==> config.mk <==
export PLATFORM = sky130hd
export DESIGN_NAME = clamped_moving_average_6ch_unit
export DESIGN_NICKNAME = d
export VERILOG_FILES = /design/src/sv/cmav_pkg.sv /design/src/sv/cmav_cell.sv /design/src/sv/cmav_sum.sv /design/src/sv/clamped_moving_average_6ch_unit.sv
export SDC_FILE = /design/constraint.sdc
export NUM_CORES = 2
export LEC_CHECK = 0
export ABC_AREA = 1
export BUFFER_PORTS_ARGS = -buffer_cell sky130_fd_sc_hd__buf_2
export CORE_UTILIZATION = 35
export CTS_CLUSTER_DIAMETER = 60
export CTS_CLUSTER_SIZE = 20
export DETAILED_ROUTE_END_ITERATION = 10
export GPL_TIMING_DRIVEN = 0
export PLACE_DENSITY_LB_ADDON = 0.15
export SLEW_MARGIN = 25
export SYNTH_ARGS = -nofsm -noshare
export SYNTH_HDL_FRONTEND = slang
export SYNTH_SLANG_ARGS = --single-unit
==> constraint.sdc <==
create_clock -name clk_i -period 5.5 [get_ports clk_i]
set_input_delay 0 -clock clk_i [delete_from_list [all_inputs] [get_ports clk_i]]
set_output_delay 0 -clock clk_i [all_outputs]
set_load 0.05 [all_outputs]
==> src/sv/cmav_pkg.sv <==
// Shared constants, payload types and helpers of the clamped moving average block.
package cmav_pkg;

  // Window length in frames; a power of two so the mean is a plain shift.
  localparam int unsigned WindowDepth  = 8;
  localparam int unsigned ChannelCount = 6;
  localparam int unsigned SampleBits   = 12;
  localparam int unsigned WinBits      = $clog2(WindowDepth);
  localparam int unsigned SumBits      = SampleBits + WinBits;

  // Configuration port
  localparam int unsigned NumCeilRegs  = 6;
  localparam int unsigned CfgIdxBits   = 3;
  localparam int unsigned CfgDataBits  = 12;

  typedef logic [SampleBits-1:0]          sample_t;
  typedef sample_t [ChannelCount-1:0]     frame_t;
  typedef logic [SumBits-1:0]             sum_t;
  typedef sum_t [ChannelCount-1:0]        sums_t;
  typedef sample_t [NumCeilRegs-1:0]      ceil_regs_t;

  localparam sample_t UpperReset = '1;
  localparam sample_t LowerReset = SampleBits'(2);

  typedef enum logic [CfgIdxBits-1:0] {
    CFG_UPPER_CH0   = 3'd0,
    CFG_UPPER_CH1   = 3'd1,
    CFG_UPPER_CH2   = 3'd2,
    CFG_UPPER_CH3   = 3'd3,
    CFG_UPPER_CH4   = 3'd4,
    CFG_UPPER_CH5   = 3'd5,
    CFG_LOWER_LIMIT = 3'd6
  } cfg_reg_e;

  typedef struct packed {
    sample_t sample_ch0;
    sample_t sample_ch1;
    sample_t sample_ch2;
    sample_t sample_ch3;
    sample_t sample_ch4;
    sample_t sample_ch5;
  } in_beat_t;

  typedef struct packed {
    sample_t raw_mean_ch0;
    sample_t raw_mean_ch1;
    sample_t raw_mean_ch2;
    sample_t raw_mean_ch3;
    sample_t raw_mean_ch4;
    sample_t raw_mean_ch5;
    sample_t clamped_mean_ch0;
    sample_t clamped_mean_ch1;
    sample_t clamped_mean_ch2;
    sample_t clamped_mean_ch3;
    sample_t clamped_mean_ch4;
    sample_t clamped_mean_ch5;
  } out_beat_t;

  // Input beat to a channel-indexed frame
  function automatic frame_t unpack_in(in_beat_t b);
    frame_t f;
    f[0] = b.sample_ch0;
    f[1] = b.sample_ch1;
    f[2] = b.sample_ch2;
    f[3] = b.sample_ch3;
    f[4] = b.sample_ch4;
    f[5] = b.sample_ch5;
    return f;
  endfunction

  // Channel-indexed means to an output beat
  function automatic out_beat_t pack_out(frame_t r, frame_t c);
    out_beat_t b;
    b.raw_mean_ch0     = r[0];
    b.raw_mean_ch1     = r[1];
    b.raw_mean_ch2     = r[2];
    b.raw_mean_ch3     = r[3];
    b.raw_mean_ch4     = r[4];
    b.raw_mean_ch5     = r[5];
    b.clamped_mean_ch0 = c[0];
    b.clamped_mean_ch1 = c[1];
    b.clamped_mean_ch2 = c[2];
    b.clamped_mean_ch3 = c[3];
    b.clamped_mean_ch4 = c[4];
    b.clamped_mean_ch5 = c[5];
    return b;
  endfunction

endpackage

==> src/sv/cmav_cell.sv <==
// One window slot: holds a raw and a clamped frame and passes them on when the window shifts.
module cmav_cell (
  input  logic            clk_i,
  input  logic            rst_ni,
  input  logic            shift_i,
  input  cmav_pkg::frame_t raw_i,
  input  cmav_pkg::frame_t clamp_i,
  output cmav_pkg::frame_t raw_o,
  output cmav_pkg::frame_t clamp_o
);
  import cmav_pkg::*;

  frame_t raw_q, raw_d;
  frame_t clamp_q, clamp_d;

  // Take the neighbor's frame on each shift
  always_comb begin
    raw_d   = shift_i ? raw_i   : raw_q;
    clamp_d = shift_i ? clamp_i : clamp_q;
  end

  // History starts at zero so the warm-up frames average against zeros
  always_ff @(posedge clk_i or negedge rst_ni) begin
    if (!rst_ni) begin
      raw_q   <= '0;
      clamp_q <= '0;
    end else begin
      raw_q   <= raw_d;
      clamp_q <= clamp_d;
    end
  end

  assign raw_o   = raw_q;
  assign clamp_o = clamp_q;

endmodule

==> src/sv/cmav_sum.sv <==
// Running window sums per channel: add the newest frame, drop the one leaving the window.
module cmav_sum (
  input  logic             clk_i,
  input  logic             rst_ni,
  input  logic             load_i,
  input  cmav_pkg::frame_t new_i,
  input  cmav_pkg::frame_t old_i,
  output cmav_pkg::sums_t  sum_d_o,
  output cmav_pkg::sums_t  sum_o
);
  import cmav_pkg::*;

  sums_t sum_q, sum_d;

  // sum - oldest + newest; never goes negative since the oldest is part of the sum
  always_comb begin
    for (int ch = 0; ch < ChannelCount; ch++) begin
      sum_d[ch] = load_i ? (sum_q[ch] - SumBits'(old_i[ch]) + SumBits'(new_i[ch]))
                         : sum_q[ch];
    end
  end

  always_ff @(posedge clk_i or negedge rst_ni) begin
    if (!rst_ni) begin
      sum_q <= '0;
    end else begin
      sum_q <= sum_d;
    end
  end

  assign sum_d_o = sum_d;
  assign sum_o   = sum_q;

endmodule

==> src/sv/clamped_moving_average_6ch_unit.sv <==
// Top level: six-channel clamp and eight-frame moving average over a chain of window cells.
//
//   port group   dir  handshake                 payload
//   in           in   in_valid_i / in_stall_o    in_beat_i  (six 12-bit samples)
//   out          out  out_valid_o / out_stall_i  out_beat_o (six raw, six clamped means)
//   cfg          in   cfg_we_i                   cfg_idx_i, cfg_data_i
//
// One frame per cycle while the output is not stalled; each result appears in the cycle after its frame is taken.
// The window is a chain of WindowDepth cells that shift on every accepted frame;
// the last cell feeds the running-sum subtract, so the rate is set by the
// clamp, add and subtract path into the sum and output registers.
// Reset clears history, sums and the output valid, and loads the limit defaults.
// While a result is stalled the input stalls too; the next frame is taken in the cycle it leaves.
module clamped_moving_average_6ch_unit (
  input  logic                                clk_i,
  input  logic                                rst_ni,
  input  logic                                in_valid_i,
  output logic                                in_stall_o,
  input  cmav_pkg::in_beat_t                  in_beat_i,
  output logic                                out_valid_o,
  input  logic                                out_stall_i,
  output cmav_pkg::out_beat_t                 out_beat_o,
  input  logic                                cfg_we_i,
  input  logic [cmav_pkg::CfgIdxBits-1:0]     cfg_idx_i,
  input  logic [cmav_pkg::CfgDataBits-1:0]    cfg_data_i
);
  import cmav_pkg::*;

  ceil_regs_t upper_q, upper_d;
  sample_t    lower_q, lower_d;
  logic       out_valid_q, out_valid_d;
  out_beat_t  out_beat_q, out_beat_d;

  logic   accept;
  frame_t raw_in, clamp_in, ceil;
  frame_t raw_mean, clamp_mean;
  sums_t  raw_sum_d, raw_sum_q, clamp_sum_d, clamp_sum_q;

  frame_t chain_raw   [WindowDepth+1];
  frame_t chain_clamp [WindowDepth+1];

  // Handshake: the output register frees up when its beat is taken
  assign accept     = in_valid_i && !in_stall_o;
  assign in_stall_o = out_valid_q && out_stall_i;

  // Limit registers
  always_comb begin
    upper_d = upper_q;
    lower_d = lower_q;
    if (cfg_we_i) begin
      if (cfg_idx_i == CFG_LOWER_LIMIT) begin
        lower_d = cfg_data_i[SampleBits-1:0];
      end
      for (int r = 0; r < NumCeilRegs; r++) begin
        if (cfg_idx_i == CfgIdxBits'(CFG_UPPER_CH0 + r)) begin
          upper_d[r] = cfg_data_i[SampleBits-1:0];
        end
      end
    end
  end

  always_ff @(posedge clk_i or negedge rst_ni) begin
    if (!rst_ni) begin
      upper_q <= {NumCeilRegs{UpperReset}};
      lower_q <= LowerReset;
    end else begin
      upper_q <= upper_d;
      lower_q <= lower_d;
    end
  end

  // Per-channel ceiling; channels beyond the registers have none
  for (genvar ch = 0; ch < ChannelCount; ch++) begin : g_ceil
    if (ch < NumCeilRegs) begin : g_reg
      assign ceil[ch] = upper_q[ch];
    end else begin : g_open
      assign ceil[ch] = '1;
    end
  end

  // Clamp: ceiling first, then floor, so the floor wins when they cross
  always_comb begin
    sample_t c;
    raw_in = unpack_in(in_beat_i);
    for (int ch = 0; ch < ChannelCount; ch++) begin
      c = (raw_in[ch] >= ceil[ch]) ? ceil[ch] : raw_in[ch];
      clamp_in[ch] = (c <= lower_q) ? lower_q : c;
    end
  end

  // Window: a row of cells, newest at the head
  assign chain_raw[0]   = raw_in;
  assign chain_clamp[0] = clamp_in;

  for (genvar s = 0; s < WindowDepth; s++) begin : g_cell
    cmav_cell u_cell (
      .clk_i   (clk_i),
      .rst_ni  (rst_ni),
      .shift_i (accept),
      .raw_i   (chain_raw[s]),
      .clamp_i (chain_clamp[s]),
      .raw_o   (chain_raw[s+1]),
      .clamp_o (chain_clamp[s+1])
    );
  end

  // Running sums; the frame leaving the window is the tail cell
  cmav_sum u_raw_sum (
    .clk_i   (clk_i),
    .rst_ni  (rst_ni),
    .load_i  (accept),
    .new_i   (raw_in),
    .old_i   (chain_raw[WindowDepth]),
    .sum_d_o (raw_sum_d),
    .sum_o   (raw_sum_q)
  );

  cmav_sum u_clamp_sum (
    .clk_i   (clk_i),
    .rst_ni  (rst_ni),
    .load_i  (accept),
    .new_i   (clamp_in),
    .old_i   (chain_clamp[WindowDepth]),
    .sum_d_o (clamp_sum_d),
    .sum_o   (clamp_sum_q)
  );

  // Truncated mean is the sum shifted down by the window bits
  always_comb begin
    for (int ch = 0; ch < ChannelCount; ch++) begin
      raw_mean[ch]   = raw_sum_d[ch][SumBits-1:WinBits];
      clamp_mean[ch] = clamp_sum_d[ch][SumBits-1:WinBits];
    end
  end

  // Output register
  always_comb begin
    out_valid_d = out_valid_q;
    out_beat_d  = out_beat_q;
    if (accept) begin
      out_valid_d = 1'b1;
      out_beat_d  = pack_out(raw_mean, clamp_mean);
    end else if (!out_stall_i) begin
      out_valid_d = 1'b0;
    end
  end

  always_ff @(posedge clk_i or negedge rst_ni) begin
    if (!rst_ni) begin
      out_valid_q <= 1'b0;
    end else begin
      out_valid_q <= out_valid_d;
    end
  end

  always_ff @(posedge clk_i) begin
    out_beat_q <= out_beat_d;
  end

  assign out_valid_o = out_valid_q;
  assign out_beat_o  = out_beat_q;

`ifndef NO_ASSERTIONS
  // A taken frame always leaves a result behind it
  a_accept_gives_result: assert property (@(posedge clk_i) disable iff (!rst_ni)
    accept |=> out_valid_o)
    else $error("accepted frame produced no result");

  // Input is held back only by a waiting result
  a_stall_only_when_full: assert property (@(posedge clk_i) disable iff (!rst_ni)
    in_stall_o |-> out_valid_o)
    else $error("input stalled with empty output register");

  // Shown channel-0 means track the stored running sums
  a_raw_mean_matches_sum: assert property (@(posedge clk_i) disable iff (!rst_ni)
    out_valid_o |-> out_beat_o.raw_mean_ch0 == raw_sum_q[0][SumBits-1:WinBits])
    else $error("raw mean out of step with running sum");

  a_clamp_mean_matches_sum: assert property (@(posedge clk_i) disable iff (!rst_ni)
    out_valid_o |-> out_beat_o.clamped_mean_ch0 == clamp_sum_q[0][SumBits-1:WinBits])
    else $error("clamped mean out of step with running sum");
`endif

endmodule
After elaboration in Yosys (flattened, before gate mapping)
Index checks and enable logic that the tools add are counted.
{ "classes": {"n_addsub": 24, "n_mul": 0, "div": 0, "magnitude_cmp": 12, "eq_ne": 7, "shifts": 0, "n_mux": 26, "bitwise_logic": 0, "n_reduce_logical": 11} }
{ "op_table": {"columns": ["cell", "n"], "rows": [
  ["$add 15x12->15", 12],
  ["$mux 15", 12],
  ["$sub 15x12->15", 12],
  ["$mux 12", 12],
  ["$ge 12x12->1", 6],
  ["$le 12x12->1", 6],
  ["$reduce_and 2->1", 7],
  ["$eq 3x3->1 const B", 3],
  ["$eq 3x2->1 const B", 2],
  ["$eq 3x1->1 const B", 1],
  ["$logic_not 3->1", 1],
  ["$logic_and 1x1->1", 2],
  ["$mux 1", 2],
  ["$ne 2x1->1 const B", 1],
  ["$logic_not 1->1", 1]
]} }
{ "word_totals": {"ff_bits": 1561, "latchBits": 0, "ramBits": 0, "mem_bits_ro": 0, "input_bits": 92, "out_inout_bits": 146, "elab_cells": 220, "n_memories": 0} }

Logic depth before layout (Yosys ltp)
{ "logic_depth": {"ltp_word": 6, "ltp_mapped": 35, "ltp_nobuf": 33} }

Modules after synthesis
From an unflattened synthesis, not the netlist that was laid out.
{ "unflattened": {"cells_unflattened": 9868, "area_unflattened_um2": 79027.0} }
{ "by_module_without_submodules": {"columns": ["mod", "instances", "cells_per_inst", "area_per_inst_um2"], "rows": [
  ["cmav_cell", 8, 608, 5427.7],
  ["clamped_moving_average_6ch_unit", 1, 1566, 13804.5],
  ["cmav_sum at u_clamp_sum", 1, 1719, 10908.0],
  ["cmav_sum at u_raw_sum", 1, 1719, 10892.9]
]} }

Least setup slack after synthesis
No wires, ideal clock.
{ "synth_path": {"path_type": "register to register", "startpoint": "register upper_q, in the netlist ceil[35]", "endpoint": "register out_beat_q, in the netlist out_beat_o[41] (data pin)", "arrival_time_ns": 4.452, "required_time_ns": 5.236, "setup_slack_ns": 0.784, "stages_incl_launch_ff": 29, "path_buffers": 2, "synth_period_minus_slack_ns": 4.716, "cell_sequence": "dfstp_2 inv_1 ha_1 nand2_1 nor2_1 nand2_1 nor2_2 nand2_2 buf_2 nand3_1 nand2_1 ha_1 nand2_1 nor2_2 nand2_2 nor2_4 o21bai_1 buf_4 nand2_1 and2_1 fa_1 inv_1 fa_1 o21ai_1 nand2_1 nand2_1 nand2_1 a21boi_0 o21ai_1"} }
{ "synth_rtl": {"columns": ["item", "line", "text"], "rows": [
  ["from (decl)", "clamped_moving_average_6ch_unit.sv:29", "ceil_regs_t upper_q, upper_d;"],
  ["from (signal assigned)", "clamped_moving_average_6ch_unit.sv:64", "upper_q <= {NumCeilRegs{UpperReset}};"],
  ["from (signal assigned)", "clamped_moving_average_6ch_unit.sv:67", "upper_q <= upper_d;"],
  ["to (signal assigned)", "clamped_moving_average_6ch_unit.sv:157", "out_beat_q <= out_beat_d;"],
  ["to (decl)", "clamped_moving_average_6ch_unit.sv:32", "out_beat_t out_beat_q, out_beat_d;"]
]} }

==> impl_metrics.csv <==
group,metric,value,unit
routing,vias,60180,
final_layout,final_util,0.4138,
routing,drt_drc_violations_left,0,
timing,timing.final.max_slew_violations,0,
routing,wl,274000,um
timing,timing.final.crit_share,0.9764,
clocking,cts.clk_slew.worst_paths,0.08,ns
synthesis,synth_area_leaders,"dfrtp_1, nand2_1, edfxtp_1, ha_1, inv_1",
global_route,grt_overflow,0,
synthesis,yosys.cell_types.count,41,
global_route,grt_usage,0.2516,
timing,period_needed,5.370,ns
clocking,cts_made_buffers,146,
synthesis,yosysSeqAreaShare,0.5280,
timing,fin_skew,0.04598,ns
clocking,htree_levels,4,
timing,worst_pin_slew,0.9920,ns
synthesis,synth_edf_count,144,
synthesis,yosysWarnings,0,
pwr,p_leak,0.04595,uW
worst_hold_path,min-delay-start,"in_beat_i[9]",
timing,holdWs,0.1410,ns
timing,rsz0062_at_grt,"yes",
worst_setup_path,end_kind,"flop",
worst_setup_path,rr_endpoint,"out_beat_o[47]",
place,gp_congestion,0.9059,
clocking,cts_tree,"built",
global_route,antenna_found_initial,48,
worst_setup_path,slowest_delay,0.56,ns
synthesis,netlist_area,75520,um2
die,die_y,466.5,um
place,pre_cts_ws,-0.3652,ns
worst_setup_path,crit_path_max_fanout,10,
timing,setup_violations,0,
synthesis,syn-instance-count,8790,
synthesis,synth_seq_cells,1561,
worst_setup_path,crit_slowest_cell,"dfstp_2",
routing,dr.pass1.iters,8,
worst_setup_path,r2r_slack,0.13,ns
final_layout,fin_area,88810,um2
timing,max_freq,0.1862,GHz
pwr,max-vdd-ir-drop,0.4182,mV
synthesis,ys_top_cells_by_count,"nand2_1, dfrtp_1, inv_1, o21ai_0, ha_1",
final_layout,drive_above_1_share,0.1403,
worst_hold_path,holdPathEnd,"g_cell[0].u_cell.raw_o[69]",
place,io_buffer_count,237,
timing,slew_headroom,0.3386,
global_route,grt_pass1_vias,58260,
die,core,214600,um2
final_layout,final_nets,9909,
worst_hold_path,hold_path_depth,4,
place,dp_hpwl,204800,um
global_route,grt_max_degree,123,
routing,drtIter0Drc,4907,
clocking,clock-root-buffer,"clkbuf_16",
synthesis,synthArstFlopShare,0.9078,
clocking,clock_latency,0.84,ns
outcome,outcome,"finished clean",
timing,worst_slack,0.1300,ns
routing,antenna_left,0,
worst_setup_path,rr_worst_depth,32,
worst_setup_path,crit_start,"ceil[35]",
synthesis,synth_nets,9350,
final_layout,fill_cells,21680,
timing,hold_viol_final,0,
die,die-width,466.5,um
timing,tns,0,ns
die,rows,170,
worst_setup_path,critical_path_class,"flop to flop",
clocking,cts_max_path_buffers,3,
place,dpl_cell_area,80840,um2
worst_setup_path,r2r-start,"ceil[35]",
synthesis,synth.avg_cell_area,8.592,um2
die,initial_core_util,0.3519,
die,num_io_pins,238,
worst_setup_path,worstPathRequired,6.07,ns
final_layout,area_growth,17.59,%
synthesis,ys.flop_type,"dfrtp_1",
clocking,cts.sinks,1561,
worst_hold_path,hold_class,"primary input to flop",
worst_setup_path,cp-start-kind,"flop",
routing,vias_per_cell,4.883,
routing,wl_per_cell,22.23,um
worst_setup_path,critical_path_arrival,5.94,ns
synthesis,yosysTopAreaCellShare,0.4453,
die,die_area,217600,um2
synthesis,synth.most_common_cell,"nand2_1",
synthesis,yosys.area.top_type,"dfrtp_1",
pwr,powerDensity,651.9,nW/um2
run,drv_cap,0,
global_route,grt_pass1_wl,397100,um
[logic make-up (layout without fill, tap and decap cells)]
kind of cell    count (synthesis)  count (layout)  share of synthesized area
fa+ha+maj                     468             468                    0.09185
flops                        1561            1561                     0.5280
xor+xnor                       22              22                   0.002551
compound gates                957             957                    0.06700
simple gates                 4611            4611                     0.2462
buf+inv                      1171            1855                    0.06439
other cells                     0              12                          0
[report_power, final]
group	switching [uW]	internal (uW)	leakage, uW
clock network	5520	5680	0.00253
registers	2090	15600	0.0195
logic	18700	10300	0.0239
[how the worst max path moves through the flow]
stage,slack [ns],depth (start not counted),to
6_report,0.13,32,out_beat_o[47]
3_3_place_gp,-28.48,1,g_cell[6].u_cell.clamp_o[28]
5_1_grt,-0.09,31,out_beat_o[47]
2_1_floorplan,0.78,28,out_beat_o[41]
3_5_place_dp,-0.37,28,out_beat_o[69]
4_1_cts,0.002,32,out_beat_o[53]
[layout by cell type, fill, tap and decap left out, drive strengths merged]
cell         instances
o21bai              32
clkbuf             222
a31oi               12
o21ai              584
diode               12
ha                 324
bufinv               6
or2                  5
dfrtp             1344
a21o                39
nand2             3916
and2                81
a21boi               3
clkinv              40
nor2               238
buf                594
xor2                14
a21oi              282
fa                 144
nor3                 1
inv                887
edfxtp             144
o22ai                5
xnor2                8
nand3              346
clkinvlp             7
dlygate4sd3         99
nand3b               1
dfstp               73
nand4               23
[area by class of cell]
cell class              count  area (um2)  share of cell area
multi-input cells        6058       31910              0.3593
inverters                 831        3119             0.03512
well taps                2838        3551             0.03998
clock inverters           109        1430             0.01610
flip-flops and latches   1561       39870              0.4490
diodes                     12       30.03           0.0003381
clock buffers             164        3827             0.04310
repair buffers            411        3213             0.03618
plain buffers             340        1851             0.02084
[per-stage QoR]
stage / power [uW] / instances
floorplan: 35950 / 8790
global placement: 43560 / 11870
detailed placement: 43830 / 11890
CTS: 55590 / 12260
global route: 62550 / 12320
finish: 57890 / 12320
[registers in the layout, indices dropped and copies added, names as in the netlist]
| signal | flops |
|---|---|
| out_valid_o | 1 |
| g_cell.u_cell.clamp_o | 576 |
| lower_q | 12 |
| g_cell.u_cell.raw_o | 576 |
| u_clamp_sum.sum_o | 90 |
| ceil | 72 |
| out_beat_o | 144 |
| u_raw_sum.sum_o | 90 |
[worst max-delay path: cells and delay by family (launching register included)]
kind,cells,cell delay (ns)
DFF,1,0.56
AOI/OAI and AO/OA,2,0.40
buffers and inverters,5,0.47
adders and majority gates,4,1.57
and+or+nand+nor,21,2.13
[routing by layer]
metal	wire (um)	up-vias	share of wire	global-route usage
met5	57	-	0.00021	0
met4	8864	8	0.032	0.07331
met3	13680	344	0.050	0.03137
met2	124800	1526	0.46	0.4007
met1	126600	29680	0.46	0.3574
li1	-	28630	-	-
[repair_timing]
item                                    4_1_cts  5_1_grt
hold endpoints to repair                    619        0
cloned                                        0        9
endpoints found under the setup margin       35      125
buffers inserted                              2       43
pin swaps                                     4       68
resized for setup                            20      303
hold buffers                                100        0
No activity file was read; power rests on OpenSTA's default activity.
